==> src/rtl/core/fse_pkg.sv <==
// Shared constants, types and the sine table builder for the Fourier series evaluator.
package fse_pkg;

    localparam int MAX_HARMONICS   = 63;
    localparam int SINE_TABLE_BITS = 10;
    localparam int COEF_WIDTH      = 32;

    localparam int HIDX_W    = 6;
    localparam int TERM_W    = HIDX_W + 1;
    localparam int SINE_QTR  = 1 << SINE_TABLE_BITS;
    localparam int ROM_AW    = SINE_TABLE_BITS + 1;
    localparam int MAG_W     = 15;
    localparam int SINE_W    = MAG_W + 2;
    localparam int PROD_W    = 48;
    localparam int ACC_W     = 56;
    localparam int SERIES_W  = 48;
    localparam int A0_SHIFT  = 14;
    localparam int RND_SHIFT = 15;

    localparam logic [1:0] OP_WRITE = 2'd0;
    localparam logic [1:0] OP_READ  = 2'd1;
    localparam logic [1:0] OP_EVAL  = 2'd2;

    localparam logic [31:0] QUARTER_TURN = 32'h4000_0000;

    typedef logic [MAG_W-1:0] t_sine_tab [0:SINE_QTR];

    typedef struct packed {
        logic capture;
        logic exec;
        logic init_acc;
        logic issue;
        logic load_out;
    } t_dp_cmd;

    typedef struct packed {
        logic [1:0] op;
        logic       deg_zero;
        logic       last_term;
        logic       pipe_busy;
    } t_dp_status;

    // Degree-9 Taylor sine in Q30 with truncating products, rounded to a Q0.15 magnitude
    function automatic t_sine_tab f_sine_tab();
        t_sine_tab   tab;
        logic [63:0] z;
        logic [63:0] z2;
        logic [63:0] t;
        logic [63:0] v;
        logic [63:0] one;
        one = 64'd1 << 30;
        for (int i = 0; i <= SINE_QTR; i++) begin
            z  = (64'(i) * 64'd1686629713) >> SINE_TABLE_BITS;
            z2 = (z * z) >> 30;
            t  = one - z2 / 64'd72;
            t  = one - ((z2 * t) >> 30) / 64'd42;
            t  = one - ((z2 * t) >> 30) / 64'd20;
            t  = one - ((z2 * t) >> 30) / 64'd6;
            v  = ((((z * t) >> 30) * 64'd32767) + (64'd1 << 29)) >> 30;
            if (v > 64'd32767) begin
                v = 64'd32767;
            end
            tab[i] = v[MAG_W-1:0];
        end
        return tab;
    endfunction

endpackage

==> src/rtl/core/fse_ctrl.sv <==
// Sequencing state machine for the Fourier series evaluator.
module fse_ctrl (
    input  logic                i_clk,
    input  logic                i_rst_n,
    input  logic                i_valid,
    output logic                o_ready,
    output logic                o_valid,
    input  logic                i_ready,
    input  fse_pkg::t_dp_status i_status,
    output fse_pkg::t_dp_cmd    o_cmd
);

    localparam logic [2:0] S_IDLE  = 3'd0;
    localparam logic [2:0] S_EXEC  = 3'd1;
    localparam logic [2:0] S_RDAT  = 3'd2;
    localparam logic [2:0] S_LOOP  = 3'd3;
    localparam logic [2:0] S_DRAIN = 3'd4;
    localparam logic [2:0] S_DONE  = 3'd5;

    logic [2:0] r_state, n_state;
    logic       r_out_valid, n_out_valid;

    always_comb begin
        n_state = r_state;
        o_cmd   = '0;
        unique case (r_state)
            S_IDLE: begin
                if (i_valid) begin
                    o_cmd.capture = 1'b1;
                    n_state = S_EXEC;
                end
            end
            S_EXEC: begin
                o_cmd.exec = 1'b1;
                n_state = S_RDAT;
            end
            S_RDAT: begin
                if (i_status.op == fse_pkg::OP_EVAL) begin
                    o_cmd.init_acc = 1'b1;
                    n_state = i_status.deg_zero ? S_DRAIN : S_LOOP;
                end else begin
                    n_state = S_DONE;
                end
            end
            S_LOOP: begin
                o_cmd.issue = 1'b1;
                if (i_status.last_term) begin
                    n_state = S_DRAIN;
                end
            end
            S_DRAIN: begin
                if (!i_status.pipe_busy) begin
                    n_state = S_DONE;
                end
            end
            S_DONE: begin
                if (!r_out_valid || i_ready) begin
                    o_cmd.load_out = 1'b1;
                    n_state = S_IDLE;
                end
            end
            default: n_state = S_IDLE;
        endcase
    end

    always_comb begin
        n_out_valid = r_out_valid;
        if (o_cmd.load_out) begin
            n_out_valid = 1'b1;
        end else if (i_ready) begin
            n_out_valid = 1'b0;
        end
    end

    always_ff @(posedge i_clk) begin
        if (!i_rst_n) begin
            r_state     <= S_IDLE;
            r_out_valid <= 1'b0;
        end else begin
            r_state     <= n_state;
            r_out_valid <= n_out_valid;
        end
    end

    assign o_ready = (r_state == S_IDLE);
    assign o_valid = r_out_valid;

    // a finished result must never overwrite one still waiting
    a_no_overwrite: assert property (@(posedge i_clk) disable iff (!i_rst_n)
        o_cmd.load_out |-> (!r_out_valid || i_ready))
        else $error("result loaded over a pending one");

    // the result is formed only after the multiply pipeline has drained
    a_done_drained: assert property (@(posedge i_clk) disable iff (!i_rst_n)
        (r_state == S_DONE) |-> !i_status.pipe_busy)
        else $error("result formed with terms in flight");

    a_accept_exec: assert property (@(posedge i_clk) disable iff (!i_rst_n)
        (i_valid && o_ready) |=> (r_state == S_EXEC))
        else $error("transfer not followed by execute");

endmodule

==> config.mk <==
export PLATFORM = sky130hd
export DESIGN_NAME = fse_ctrl
export DESIGN_NICKNAME = d
export VERILOG_FILES = /design/src/rtl/core/fse_pkg.sv /design/src/rtl/core/fse_ctrl.sv
export SDC_FILE = /design/constraint.sdc
export NUM_CORES = 1
export LEC_CHECK = 0
export BUFFER_PORTS_ARGS = -buffer_cell sky130_fd_sc_hd__buf_2
export CORE_AREA = 2 2 39 41
export DETAILED_ROUTE_END_ITERATION = 7
export DIE_AREA = 0 0 41 43
export PLACE_DENSITY = 0.48
export SETUP_SLACK_MARGIN = 0.05
export SYNTH_ARGS = -nofsm -noshare
export SYNTH_HDL_FRONTEND = slang
export SYNTH_SLANG_ARGS = --single-unit
export TNS_END_PERCENT = 1
==> constraint.sdc <==
create_clock -name i_clk -period 1.13 [get_ports i_clk]
set_input_delay 0.0565 -clock i_clk [delete_from_list [all_inputs] [get_ports i_clk]]
set_output_delay 0.0565 -clock i_clk [all_outputs]
set_load 0.01 [all_outputs]
==> impl_metrics.env <==
export IMPL_status="finished with violations"
export IMPL_failed_checks="negative setup slack"
export IMPL_post_route_cells_drive_above_1_share=0.5932
export IMPL_crit_path_start_kind="register"
export IMPL_antenna_found_initial=0
export IMPL_worstSkewPairLatency_ns=0.23
export IMPL_rows=14
export IMPL_final_area_sq_um=495.5
export IMPL_finalCriticalPeriod_ns=1.253
export IMPL_final_max_slew_viol_count=0
export IMPL_clock_path_buffers=2
export IMPL_dieArea_sq_mm=0.001763
export IMPL_viasPerCell=4.493
export IMPL_dpl_hpwl_um=519.9
export IMPL_rsz0062_at_grt="true"
export IMPL_core_area_sq_mm=0.001384
export IMPL_syn_cell_area_sq_um=286.5
export IMPL_worst_endpoint_arrival_ns=1.42
export IMPL_synth_top_cell_by_area="dfxtp_1"
export IMPL_seq_area_frac_synth=0.2795
export IMPL_gp_congestion=0.7846
export IMPL_power_w=0.0005066
export IMPL_post_route_period_util=1.109
export IMPL_path_class="reg2reg"
export IMPL_cts_max_level=1
export IMPL_num_nets_final=70
export IMPL_synthCells=34
export IMPL_grt_pass1_wl_mm=1.193
export IMPL_leakage_nw=0.2153
export IMPL_overflow=0
export IMPL_io_pins=16
export IMPL_ant_nets=0
export IMPL_syn_num_nets=43
export IMPL_critPathMaxFanout=6
export IMPL_holdBufCountCts=0
export IMPL_clock_fmax_mhz=798.0
export IMPL_timing_hold_ws_ns=0.07650
export IMPL_die_y_um=43
export IMPL_yosys_cell_types_count=21
export IMPL_finalWorstSetupSlack_ns=-0.1231
export IMPL_synth_seq_cells=4
export IMPL_drv_cap=0
export IMPL_numCtsBuffers=3
export IMPL_final_cell_mix="buf_2, buf_4"
export IMPL_area_growth_pct=72.93
export IMPL_numPortBuffers=15
export IMPL_tightest_slew_ns=0.2717
export IMPL_mostFrequentLayoutCell="buf_2"
export IMPL_hold_viol=0
export IMPL_netlist_top_cells_area="dfxtp_1, nand2b_1, nor2b_1"
export IMPL_vias=337
export IMPL_slew_headroom=0.8185
export IMPL_grt_usage=0.1052
export IMPL_routed_wl_um=790
export IMPL_peakVddDrop_mv=0.3915
export IMPL_n_antenna_cell=0
export IMPL_worstSetupEndpointType="register"
export IMPL_route_detailed_drc=0
export IMPL_initial_core_util=0.2071
export IMPL_dpl_cell_area_sq_um=396.6
export IMPL_clkSlewWorstSetupHoldPaths_ns=0.04
export IMPL_die_x_um=41
export IMPL_fin_worst_skew_ns=0.001305
export IMPL_drtIter0Drc=2
export IMPL_fill_cells=156
export IMPL_setup_viol=5
export IMPL_clock_sinks=4
export IMPL_wl_per_cell_um=10.53
export IMPL_synth_warnings=0
export IMPL_hold_class="in2reg"
export IMPL_grt_pass1_vias=304
export IMPL_syn_area_per_cell_sq_um=8.427
export IMPL_tns_ns=-0.3801
export IMPL_cts_tree="built"
export IMPL_critPathRequiredTime_ns=1.30
export IMPL_fin_util=0.3580
export IMPL_cts_root_buf="clkbuf_4"
export IMPL_synth_top_area_share=0.2795
export IMPL_power_density_mw_per_mm2=1023
export IMPL_dr_pass1_iters=4
export IMPL_grt_max_degree=8
==> synth_stat cells (all sizes together) <==
| library cell | number |
|---|---|
| or2b | 1 |
| o21a | 1 |
| a41oi | 1 |
| nand2b | 4 |
| dfxtp | 4 |
| or3b | 1 |
| nor3 | 2 |
| or2 | 1 |
| a21oi | 2 |
| a211oi | 2 |
| inv | 2 |
| a21boi | 2 |
| nor2 | 1 |
| nor3b | 2 |
| and2 | 1 |
| nand4bb | 1 |
| buf | 1 |
| a311oi | 1 |
| nor2b | 3 |
| o31a | 1 |
==> metal layers <==
layer,global-route usage,wire length [um]
met2,0.1375,384
met4,0.1000,19
met3,0.03141,41
met1,0.1278,344
met5,0,0
==> flip-flops by register name (all words and copies together) (netlist names) <==
register and cells:
o_valid 1, r_state 3
==> kinds of logic after synthesis <==
kind of cell,after synthesis,synth area share
flops,4,0.2795
simple gates,17,0.3930
buf+inv,3,0.05242
compound gates,10,0.2751
==> power by group <==
part	switching (W)	leakage, nW	internal (W)	total (W)
clock	0.0000599	0.0138	0.000119	0.000179
combinational	0.0000675	0.167	0.0000899	0.000157
sequential	0.0000181	0.0348	0.000152	0.000170
total	0.000146	0.215	0.000361	0.000507
==> path summary, 6_finish.rpt <==
path	from	endpoint	slack, ns	depth (start not counted)
setup / recovery	r_state[2]	r_state[0]	-0.12	4
hold / removal	i_rst_n	r_state[2]	0.08	2
setup reg to reg	r_state[2]	r_state[0]	-0.12	4
hold reg to reg	o_valid	o_valid	0.53	2
==> through the flow <==
step	cells	setup slack, ns
2_1_floorplan	34	0.06696
3_3_place_gp	67	-0.01918
3_5_place_dp	67	-0.02253
4_1_cts	73	-0.1262
5_1_grt	75	-0.1727
6_report	75	-0.1231
==> what timing repair did <==
action                     CTS  global route
pin swaps                    3             2
buffers inserted             3             2
gates resized for setup     10             4
setup endpoints to repair   10             9
==> worst max-delay path: stages (launching register included) <==
cell and delay (ns):
dfxtp_4 0.36, buf_4 0.15, or3b_1 0.39, a21oi_2 0.14
o31a_1 0.14
==> cell type report <==
type | instances | area (sq um) | area share
tap | 16 | 20.02 | 0.04040
timing repair buffer | 23 | 138.9 | 0.2803
inverter | 2 | 10.01 | 0.02020
multi-input combinational | 27 | 212.7 | 0.4293
clock buffer | 3 | 22.52 | 0.04545
sequential | 4 | 91.34 | 0.1843
(Power assumes the default switching activity.)
